$ cat src/sv/lkvc_pkg.sv
// Shared types and constants of the LRU key-value cache.
// No dependencies; used by lru_key_value_cache_top.
package lkvc_pkg;

  localparam int unsigned KeyW   = 32;
  localparam int unsigned DataW  = 32;
  localparam int unsigned CapW   = 5;

  localparam logic [CapW-1:0]  CapacityReset = 5'd16;
  localparam logic [DataW-1:0] MissData      = 32'hFFFF_FFFF;

  typedef enum logic [0:0] {
    FUNC_LOOKUP = 1'b0,
    FUNC_STORE  = 1'b1
  } func_e;

endpackage

$ cat src/sv/lru_key_value_cache_top.sv
// Fully associative key-value cache with least-recently-used replacement.
// Depends on lkvc_pkg (types and constants).
//
// Usage:
//   A request (func_i, key_i, data_in_i) is taken at a clock edge where
//   start_i is high and busy_o is low. busy_o stays low: a request may be
//   issued in every cycle. func_i selects a lookup or a store.
//   The request is registered on acceptance; in the following cycle all keys are
//   compared in parallel, recency ranks are updated and the result is
//   registered. A lookup therefore shows its result from the result register:
//   found_o and data_out_o are valid for exactly one cycle while result_valid_o
//   is high. A miss returns all ones with found_o low. A store produces no
//   result. Throughput is one request per cycle, set by the single registered
//   pass over the parallel key compare.
//   There is no stall on the result side; results must be taken when shown.
//   capacity is written through cfg_we_i / cfg_wdata_i; the user must do so
//   only while idle, which the block does not enforce. Zero acts as one, values
//   above ENTRIES act as ENTRIES. Reset empties the cache (all entries invalid,
//   count zero) and sets the capacity to 16. Key and value storage is not reset.
module lru_key_value_cache_top #(
  parameter int unsigned ENTRIES = 16
) (
  input  logic                                clk_i,
  input  logic                                rst_ni,
  input  logic                                start_i,
  output logic                                busy_o,
  input  logic                                func_i,
  input  logic signed [lkvc_pkg::KeyW-1:0]    key_i,
  input  logic signed [lkvc_pkg::DataW-1:0]   data_in_i,
  output logic                                result_valid_o,
  output logic                                found_o,
  output logic signed [lkvc_pkg::DataW-1:0]   data_out_o,
  input  logic                                cfg_we_i,
  input  logic [lkvc_pkg::CapW-1:0]           cfg_wdata_i
);

  localparam int unsigned AW = (ENTRIES > 1) ? $clog2(ENTRIES) : 1;
  localparam int unsigned CW = $clog2(ENTRIES + 1);
  localparam int unsigned WW = (CW > lkvc_pkg::CapW) ? CW : lkvc_pkg::CapW;

  // request register
  logic                         req_valid_q;
  lkvc_pkg::func_e              req_func_q;
  logic [lkvc_pkg::KeyW-1:0]    req_key_q;
  logic [lkvc_pkg::DataW-1:0]   req_data_q;

  // cache state
  logic [lkvc_pkg::KeyW-1:0]    key_q   [ENTRIES];
  logic [lkvc_pkg::DataW-1:0]   value_q [ENTRIES];
  logic [ENTRIES-1:0]           valid_q, valid_d;
  logic [AW-1:0]                age_q   [ENTRIES];
  logic [AW-1:0]                age_d   [ENTRIES];
  logic [CW-1:0]                count_q, count_d;
  logic [lkvc_pkg::CapW-1:0]    cap_q;

  // result register
  logic                         res_valid_q, res_valid_d;
  logic                         res_found_q, res_found_d;
  logic [lkvc_pkg::DataW-1:0]   res_data_q,  res_data_d;

  // lookup / replacement
  logic [ENTRIES-1:0]           match;
  logic                         hit;
  logic [AW-1:0]                hit_idx;
  logic [AW-1:0]                hit_age;
  logic [AW-1:0]                last_age;
  logic [AW-1:0]                victim_idx;
  logic [AW-1:0]                free_idx;
  logic [WW-1:0]                eff_cap;
  logic                         evict;
  logic                         wr_en;
  logic                         wr_key_en;
  logic [AW-1:0]                wr_idx;

  assign busy_o = 1'b0;

  always_ff @(posedge clk_i or negedge rst_ni) begin
    if (!rst_ni) begin
      req_valid_q <= 1'b0;
    end else begin
      req_valid_q <= start_i && !busy_o;
    end
  end

  always_ff @(posedge clk_i) begin
    if (start_i && !busy_o) begin
      req_func_q <= lkvc_pkg::func_e'(func_i);
      req_key_q  <= key_i;
      req_data_q <= data_in_i;
    end
  end

  always_ff @(posedge clk_i or negedge rst_ni) begin
    if (!rst_ni) begin
      cap_q <= lkvc_pkg::CapacityReset;
    end else if (cfg_we_i) begin
      cap_q <= cfg_wdata_i;
    end
  end

  // capacity clamped to 1..ENTRIES
  always_comb begin
    if (cap_q == '0) begin
      eff_cap = WW'(1);
    end else if (WW'(cap_q) > WW'(ENTRIES)) begin
      eff_cap = WW'(ENTRIES);
    end else begin
      eff_cap = WW'(cap_q);
    end
  end

  assign last_age = AW'(count_q - CW'(1));

  // keys are unique among valid entries, so matches and the oldest rank
  // are one-hot and an OR of indices encodes them
  always_comb begin
    hit_idx    = '0;
    victim_idx = '0;
    free_idx   = '0;
    for (int i = 0; i < ENTRIES; i++) begin
      match[i] = valid_q[i] && (key_q[i] == req_key_q);
      if (match[i]) begin
        hit_idx = hit_idx | AW'(i);
      end
      if (valid_q[i] && (age_q[i] == last_age)) begin
        victim_idx = victim_idx | AW'(i);
      end
    end
    for (int i = ENTRIES - 1; i >= 0; i--) begin
      if (!valid_q[i]) begin
        free_idx = AW'(i);
      end
    end
  end

  assign hit     = |match;
  assign hit_age = age_q[hit_idx];
  assign evict   = WW'(count_q) >= eff_cap;

  always_comb begin
    valid_d     = valid_q;
    age_d       = age_q;
    count_d     = count_q;
    wr_en       = 1'b0;
    wr_key_en   = 1'b0;
    wr_idx      = hit_idx;
    res_valid_d = 1'b0;
    res_found_d = 1'b0;
    res_data_d  = lkvc_pkg::MissData;

    if (req_valid_q) begin
      if (req_func_q == lkvc_pkg::FUNC_LOOKUP) begin
        res_valid_d = 1'b1;
        res_found_d = hit;
        if (hit) begin
          res_data_d = value_q[hit_idx];
        end
      end

      if (hit) begin
        // move to front: younger entries age by one
        for (int i = 0; i < ENTRIES; i++) begin
          if (valid_q[i] && (age_q[i] < hit_age)) begin
            age_d[i] = age_q[i] + AW'(1);
          end
        end
        age_d[hit_idx] = '0;
        wr_en = (req_func_q == lkvc_pkg::FUNC_STORE);
      end else if (req_func_q == lkvc_pkg::FUNC_STORE) begin
        wr_idx    = evict ? victim_idx : free_idx;
        wr_en     = 1'b1;
        wr_key_en = 1'b1;
        for (int i = 0; i < ENTRIES; i++) begin
          if (valid_q[i] && !(evict && (AW'(i) == victim_idx))) begin
            age_d[i] = age_q[i] + AW'(1);
          end
        end
        valid_d[wr_idx] = 1'b1;
        age_d[wr_idx]   = '0;
        if (!evict) begin
          count_d = count_q + CW'(1);
        end
      end
    end
  end

  always_ff @(posedge clk_i or negedge rst_ni) begin
    if (!rst_ni) begin
      valid_q     <= '0;
      count_q     <= '0;
      res_valid_q <= 1'b0;
      for (int i = 0; i < ENTRIES; i++) begin
        age_q[i] <= '0;
      end
    end else begin
      valid_q     <= valid_d;
      count_q     <= count_d;
      res_valid_q <= res_valid_d;
      age_q       <= age_d;
    end
  end

  always_ff @(posedge clk_i) begin
    res_found_q <= res_found_d;
    res_data_q  <= res_data_d;
    if (wr_en) begin
      value_q[wr_idx] <= req_data_q;
    end
    if (wr_key_en) begin
      key_q[wr_idx] <= req_key_q;
    end
  end

  assign result_valid_o = res_valid_q;
  assign found_o        = res_found_q;
  assign data_out_o     = res_data_q;

  // a result only follows a registered lookup request
  assert property (@(posedge clk_i) disable iff (!rst_ni)
    result_valid_o |-> $past(req_valid_q && (req_func_q == lkvc_pkg::FUNC_LOOKUP)))
    else $error("result without a lookup request");

  // the fill count tracks the valid bits
  assert property (@(posedge clk_i) disable iff (!rst_ni)
    $countones(valid_q) == int'(count_q))
    else $error("entry count out of step with valid bits");

  // a miss always returns all ones
  assert property (@(posedge clk_i) disable iff (!rst_ni)
    (result_valid_o && !found_o) |-> (data_out_o == lkvc_pkg::MissData))
    else $error("miss with data other than all ones");

  // a store to a new key never leaves the cache empty
  assert property (@(posedge clk_i) disable iff (!rst_ni)
    (req_valid_q && (req_func_q == lkvc_pkg::FUNC_STORE) && !hit) |=>
      (count_q != '0))
    else $error("cache empty after a store");

endmodule
$ cat config.mk
export PLATFORM = sky130hd
export DESIGN_NAME = lru_key_value_cache_top
export DESIGN_NICKNAME = d
export VERILOG_FILES = /design/src/sv/lkvc_pkg.sv /design/src/sv/lru_key_value_cache_top.sv
export SDC_FILE = /design/constraint.sdc
export NUM_CORES = 2
export LEC_CHECK = 0
export CORE_MARGIN = 1
export CORE_UTILIZATION = 50
export CTS_BUF_LIST = sky130_fd_sc_hd__clkbuf_4 sky130_fd_sc_hd__clkbuf_8
export CTS_CLUSTER_DIAMETER = 30
export DETAILED_ROUTE_END_ITERATION = 16
export DONT_BUFFER_PORTS = 1
export GPL_TIMING_DRIVEN = 0
export PLACE_DENSITY = 0.67
export SYNTH_ARGS = -nofsm -noshare
export SYNTH_HDL_FRONTEND = slang
export SYNTH_SLANG_ARGS = --single-unit
$ cat constraint.sdc
create_clock -name clk_i -period 6.6 [get_ports clk_i]
set_clock_uncertainty 0.15 [all_clocks]
set_input_delay 0 -clock clk_i [delete_from_list [all_inputs] [get_ports clk_i]]
set_output_delay 0 -clock clk_i [all_outputs]
set_load 0.01 [all_outputs]
# --- After elaboration in Yosys (flattened, before gate mapping) ---
# Memories as Yosys holds them, arrays and structs flattened. A register that Yosys moved wholly into a read port is not among the register bits.
# Index checks and enable logic that the tools add are counted.
op_classes:
  n_addsub: 18
  order_cmp: 24
  n_eq_ne: 46
  mux: 186
  n_bitwise: 10
  n_reduce_logical: 107
ops:
  columns: ["cell", "count"]
  rows:
  - ["2-to-1 mux 4 bit", 152]
  - ["equality test 32 bit", 16]
  - ["AND 64 bit", 2]
  - ["2-to-1 mux 64 bit", 2]
  - ["inverter 64 bit", 2]
  - ["logical AND 1 bit", 82]
  - ["adder 4 x 1 -> 4 bit, second input constant", 16]
  - ["< comparator 4 bit", 16]
  - ["equality test 4 bit", 15]
  - ["demux 4 bit (select 4 bit)", 2]
  - ["equality test 4 bit, first input constant", 8]
  - ["2-to-1 mux 3 bit", 8]
  - ["binary-select mux 4 bit (select 4 bit)", 1]
  - ["equality test 3 x 4 -> 1 bit, first input constant", 4]
  - ["zero test 1 bit", 16]
  - ["OR 16 bit", 1]
  - ["OR reduction 16 bit", 1]
  - ["2-to-1 mux 1 bit", 14]
  - ["greater-or-equal comparator 5 bit, second input constant", 2]
  - ["< comparator 5 x 1 -> 1 bit, second input constant", 2]
  - ["2-to-1 mux 5 bit", 2]
  - ["inverter 4 -> 5 bit", 2]
  - ["equality test 2 x 4 -> 1 bit, first input constant", 2]
  - ["2-to-1 mux 2 bit", 4]
  - ["other kinds (17)", 19]
word_totals:
  reg_bits: 158
  ramBits: 1024
  in_bits: 74
  out_inout_bits: 35
  elab_cells: 418
  memories: 2
mem_list:
  columns: ["memory", "words", "width", "read_ports", "rd_clocked_by_memory_dff", "wr", "line", "source"]
  rows:
  - ["key_q", 16, 32, 16, 0, 1, "lru_key_value_cache_top.sv:48", "logic [lkvc_pkg::KeyW-1:0] key_q [ENTRIES];"]
  - ["value_q", 16, 32, 1, 1, 1, "lru_key_value_cache_top.sv:49", "logic [lkvc_pkg::DataW-1:0] value_q [ENTRIES];"]

# --- Longest topological paths before layout ---
depth:
  depth_word: 29
  depth_mapped: 26
  ltp_nobuf: 21

# --- Worst setup path after synthesis ---
# OpenSTA, ideal clock, no wires.
synth_timing:
  path_type: "register to register"
  from: "register req_key_q[9] in the netlist's numbering"
  to: "register age_q[48] in the netlist's numbering"
  arrival_ns: 6.302
  required_time_ns: 6.325
  slack_ns: 0.023
  stages_incl_launch_ff: 25
  path_buffers: 5
  path_cell_list: "edfxtp_1 > buf_2 > xor2_1 > or4b_1 > or4_1 > or4_4 > nand2_1 > nor3_2 > buf_2 > buf_2 > buf_2 > buf_2 > nand2_1 > o211ai_1 > nand3_1 > o21ai_0 > o21ai_0 > ha_1 > o21a_1 > o21ai_0 > nor2b_1 > o2bb2ai_1 > nand2_1 > or2_2 > mux2_2"
synth_between:
  elab_chain_len: 28
  word_cells_on_any_way: 67
synth_lines:
  columns: ["item", "line", "source"]
  rows:
  - ["from (decl)", "lru_key_value_cache_top.sv:44", "logic [lkvc_pkg::KeyW-1:0] req_key_q;"]
  - ["from (signal assigned)", "lru_key_value_cache_top.sv:88", "req_key_q <= key_i;"]
  - ["equality test 32 bit", "lru_key_value_cache_top.sv:121", "match[i] = valid_q[i] && (key_q[i] == req_key_q);"]
  - ["logical AND 1 bit", "lru_key_value_cache_top.sv:121", null]
  - ["2-to-1 mux 1 bit", "lru_key_value_cache_top.sv:122", "if (match[i]) begin"]
  - ["2-to-1 mux 2 bit (2 in series)", "lru_key_value_cache_top.sv:122", null]
  - ["2-to-1 mux 3 bit (4 in series)", "lru_key_value_cache_top.sv:122", null]
  - ["2-to-1 mux 4 bit (8 in series)", "lru_key_value_cache_top.sv:122", null]
  - ["inverter 4 -> 5 bit (not written as such)", "lru_key_value_cache_top.sv:137, lru_key_value_cache_top.sv:167", null]
  - ["binary-select mux 4 bit (select 4 bit)", "lru_key_value_cache_top.sv:137", "assign hit_age = age_q[hit_idx];"]
  - ["2-to-1 mux 4 bit (not written as such) (2 in series)", "lru_key_value_cache_top.sv:137", null]
  - ["< comparator 4 bit", "lru_key_value_cache_top.sv:163", "if (valid_q[i] && (age_q[i] < hit_age)) begin"]
  - ["logical AND 1 bit", "lru_key_value_cache_top.sv:163", null]
  - ["2-to-1 mux 4 bit", "lru_key_value_cache_top.sv:163", null]
  - ["2-to-1 mux 4 bit", "lru_key_value_cache_top.sv:160", "if (hit) begin"]
  - ["2-to-1 mux 4 bit", "lru_key_value_cache_top.sv:151", "if (req_valid_q) begin"]
  - ["AND 64 bit (no source line)", null, null]
  - ["2-to-1 mux 64 bit", "lru_key_value_cache_top.sv:160", null]
  - ["to (signal assigned)", "lru_key_value_cache_top.sv:199", "age_q <= age_d;"]
  - ["to (decl)", "lru_key_value_cache_top.sv:51", "logic [AW-1:0] age_q [ENTRIES];"]
# Several ways; a longest one is shown, not always the timed one. The select of a mux whose other input is x is not followed.
# A chain may end at the register's enable or synchronous reset.

# --- Worst setup path in the final report ---
layout_timing:
  from: "register req_key_q[4] in the netlist's numbering"
  to: "register age_q[42] in the netlist's numbering"
# The elaborated chain is that of the path after synthesis.

==> flow_metrics.tcl <==
set metrics [dict create \
    drive_gt1_frac 0.166 \
    hp-class "in2reg" \
    routedWlPerCell_um 29.9 \
    die-area_um2 111000 \
    cp.required_ps 7220 \
    clkLatencyLatePin_ps 940 \
    die_h_um 333 \
    place_ws_ps -2750 \
    max-cap-violations 0 \
    grt_pass1_wl_um 254000 \
    worstPathMaxFanout 19 \
    worst_path_max_delay_cell "or4_1" \
    drtAntennaViolNets 0 \
    area_growth_pct 19.6 \
    grt_pass1_vias 36634 \
    p_per_area_nw_per_um2 315 \
    coreArea_um2 109000 \
    arrival_ps 7110 \
    viasPerCell 6.31 \
    hold_path_end "req_key_q[17]" \
    drt_wl_total_um 180000 \
    remaining_drc_errors 0 \
    cts-root-buf "clkbuf_8" \
    ys_ff_latch 1214 \
    cts_made_buffers 241 \
    routabilityCongestion 0.972 \
    clk_path_buf_depth 3 \
    critPathTopFamily "simple AND/OR/NAND/NOR gates" \
    hold_viol 0 \
    slew_violations 0 \
    rows 121 \
    status "completed" \
    synth_area_um2 54800 \
    start_util 0.504 \
    synthCells 3939 \
    async_flop_share 0.0758 \
    postLayoutCoreUtil 0.603 \
    whs_path_depth 2 \
    grt_max_degree 93 \
    ys_seq_area_frac 0.651 \
    max_freq_ghz 0.154 \
    syn_nets 4084 \
    reg2reg_slack_ps 120 \
    startpoint_type "register" \
    htreeDepth 4 \
    r2r_start "req_key_q[4]" \
    crit_chain "buf_2, buf_6, xor2_1, nor4_1, nand4_1, or4_1, nand2_2, nor3_4, clkbuf_4, buf_2, nand2_1, o21ai_0, o21ai_0, o21ai_1, o21ai_4, buf_4, clkbuf_16, ha_1, o21a_1, o21ai_0, nand2b_1, and3_1, a211oi_1, o22ai_1" \
    dpl.hpwl_um 112000 \
    worst_slack_ps 116 \
    clk_pin_slew_worst_paths_ps 70 \
    cts_tree "done" \
    ys_warn_count 0 \
    crit_top_cell "o21ai_0" \
    setup_viol 0 \
    cts.sinks 1214 \
    power_leakage_nw 23.2 \
    gr-total-overflow 0 \
    antenna_found_initial 6 \
    reg2reg_to "age_q[42]" \
    grt_usage 0.321 \
    io_buffers 0 \
    final.min_clock_period_ps 6480 \
    ys_types 97 \
    ir_drop_v 0.000214 \
    fin_nets 4549 \
    setup.worst_path.end_class "register" \
    crit_buf_inv 6 \
    min-delay-start "key_i[17]" \
    route.vias.total 38117 \
    synthFlopType "edfxtp_1" \
    drt_iter0_drc 4904 \
    die_x_um 333 \
    worst_pin_slew_ps 1330 \
    ioPinCount 109 \
    firstDrtPassIters 6 \
    synth_edf_count 1089 \
    slowest_delay_ps 740 \
    synth.avg_cell_area_um2 13.9 \
    crit_type "reg2reg" \
    slew_headroom 0.105 \
    reg2reg_depth 24 \
    period_share 0.982 \
]
[per-layer routing]
metal / up-vias / track usage / wire (um)
met3: 453 / 0.0855 / 22300
met1: 18943 / 0.444 / 71000
met2: 2577 / 0.477 / 79400
met4: 2 / 0.140 / 7690
met5: - / 0 / 12
li1: 16142 / - / -
[layout make-up]
cell class	count	area [um2]
Clock buffer	290	3730
Inverter	58	218
Tap cell	1414	1770
Clock inverter	165	1910
Multi-Input combinational cell	2468	18500
Sequential cell	1214	35700
Antenna cell	7	17.5
Buffer	190	1090
Timing Repair Buffer	231	2580
Fill cell	8272	43200
[what timing repair did]
item / in CTS / in global routing
gates resized for setup: 84 / 69
hold buffers: 147 / 0
endpoints found under the hold margin: 228 / 0
buffers inserted: 45 / 12
endpoints found under the setup margin: 987 / 271
pin swaps: 4 / 13
gates cloned: 0 / 1
[placed cells by master (no fill, tap or decap), drive strengths merged, types with 19 or more instances in the layout]
| cell | Yosys | layout |
|---|---|---|
| edfxtp | 1089 | 1089 |
| dfrtp | 91 | 91 |
| clkbuf | 87 | 381 |
| nand4 | 96 | 96 |
| nor2 | 103 | 103 |
| nor2b | 126 | 126 |
| or2 | 24 | 24 |
| inv | 58 | 68 |
| dlygate4sd3 | 0 | 144 |
| a211oi | 220 | 220 |
| a311oi | 34 | 34 |
| a21oi | 99 | 99 |
| nand2b | 50 | 50 |
| or4 | 24 | 24 |
| nand2 | 184 | 184 |
| o211ai | 19 | 19 |
| mux2i | 176 | 176 |
| o22ai | 19 | 19 |
| nor4 | 152 | 152 |
| ha | 71 | 71 |
| o21a | 24 | 24 |
| dfxtp | 33 | 33 |
| nor3 | 44 | 44 |
| bufinv | 0 | 35 |
| xnor2 | 154 | 154 |
| nand3 | 65 | 65 |
| clkinvlp | 0 | 26 |
| clkinv | 0 | 94 |
| o21ai | 147 | 147 |
| xor2 | 411 | 411 |
| buf | 112 | 186 |
[per-stage QoR]
stage               std cells  total power, mW  hold WS [ps]   TNS, ps  instance area, um2
CTS                      6022             20.5          2.79         0               65100
detailed placement       5379             11.7          -440   -476180               57300
global placement         5353             11.6          -441  -2102420               56500
global route             6031             21.2          53.1     -77.1               65500
finish                   6037             20.7          72.6         0               65500
floorplan                3939             10.7          -446         0               54800
[worst max path at each step]
stage                  start        end  depth (start not counted)  slack, ps
6_report        req_key_q[4]  age_q[42]                         24        120
3_5_place_dp    req_key_q[2]  age_q[48]                         24      -2750
4_1_cts         req_key_q[8]  age_q[60]                         24          3
5_1_grt        req_key_q[22]  age_q[48]                         23        -20
2_1_floorplan   req_key_q[9]  age_q[48]                         24         20
3_3_place_gp    req_key_q[2]  age_q[48]                         23      -4810
[Yosys cell counts, types with 10 or more instances]
library cell  count  area, um2
nor3_1           42        210
nand4_1          95        594
o211ai_1         19        143
mux2i_1         175       1750
nor2_1          100        375
nand4b_1         17        149
edfxtp_1       1089      32700
a31oi_1          15       93.8
nand2_1         182        683
nor4b_1          11       96.3
or2_2            23        144
dfxtp_1          33        661
ha_1             71        888
o22ai_1          19        119
o31ai_1          12       90.1
a21oi_1          95        475
nor4_1          152        951
xor2_1          411       3600
xnor3_1          10        225
buf_2           102        510
or3_1            12       75.1
o21ai_0         137        686
nand2b_1         50        313
dfrtp_1          91       2280
clkbuf_1         87        327
and3_1           12       75.1
a211oi_1        220       1650
nor2b_1         126        788
o21a_1           24        180
xnor2_1         152       1330
a311oi_1         34        298
a2111oi_0        11       96.3
nand3_1          65        325
mux2_2           12        135
or4_1            23        173
inv_1            58        218
[sequential cells by signal, summed over array words and instances, names as in the netlist]
| register | count |
|---|---|
| age_q | 64 |
| cap_q | 5 |
| count_q | 5 |
| data_out_o | 32 |
| found_o | 1 |
| key_q | 512 |
| req_data_q | 32 |
| req_func_q | 1 |
| req_key_q | 32 |
| req_valid_q | 1 |
| result_valid_o | 1 |
| valid_q | 16 |
| value_q | 512 |
[power by group]
part,leakage (nW),internal [mW],switching [mW],total (mW)
logic,8.94,1.02,1.94,2.96
registers,11.4,8.70,0.247,8.95
clock network,2.85,5.20,3.56,8.76
[cells by family (layout without fill, tap and decap cells)]
| logic type | after synthesis | count (layout) | share of synthesized area |
|---|---|---|---|
| compound gates | 684 | 684 | 0.0861 |
| xor+xnor | 575 | 575 | 0.0947 |
| fa+ha+maj | 71 | 71 | 0.0162 |
| buf+inv | 257 | 934 | 0.0205 |
| flops | 1214 | 1214 | 0.651 |
| mux | 188 | 188 | 0.0347 |
| other cells | 1 | 8 | 0.0000685 |
| simple gates | 949 | 949 | 0.0966 |
Note: power is estimated with default switching activity, not from simulation.
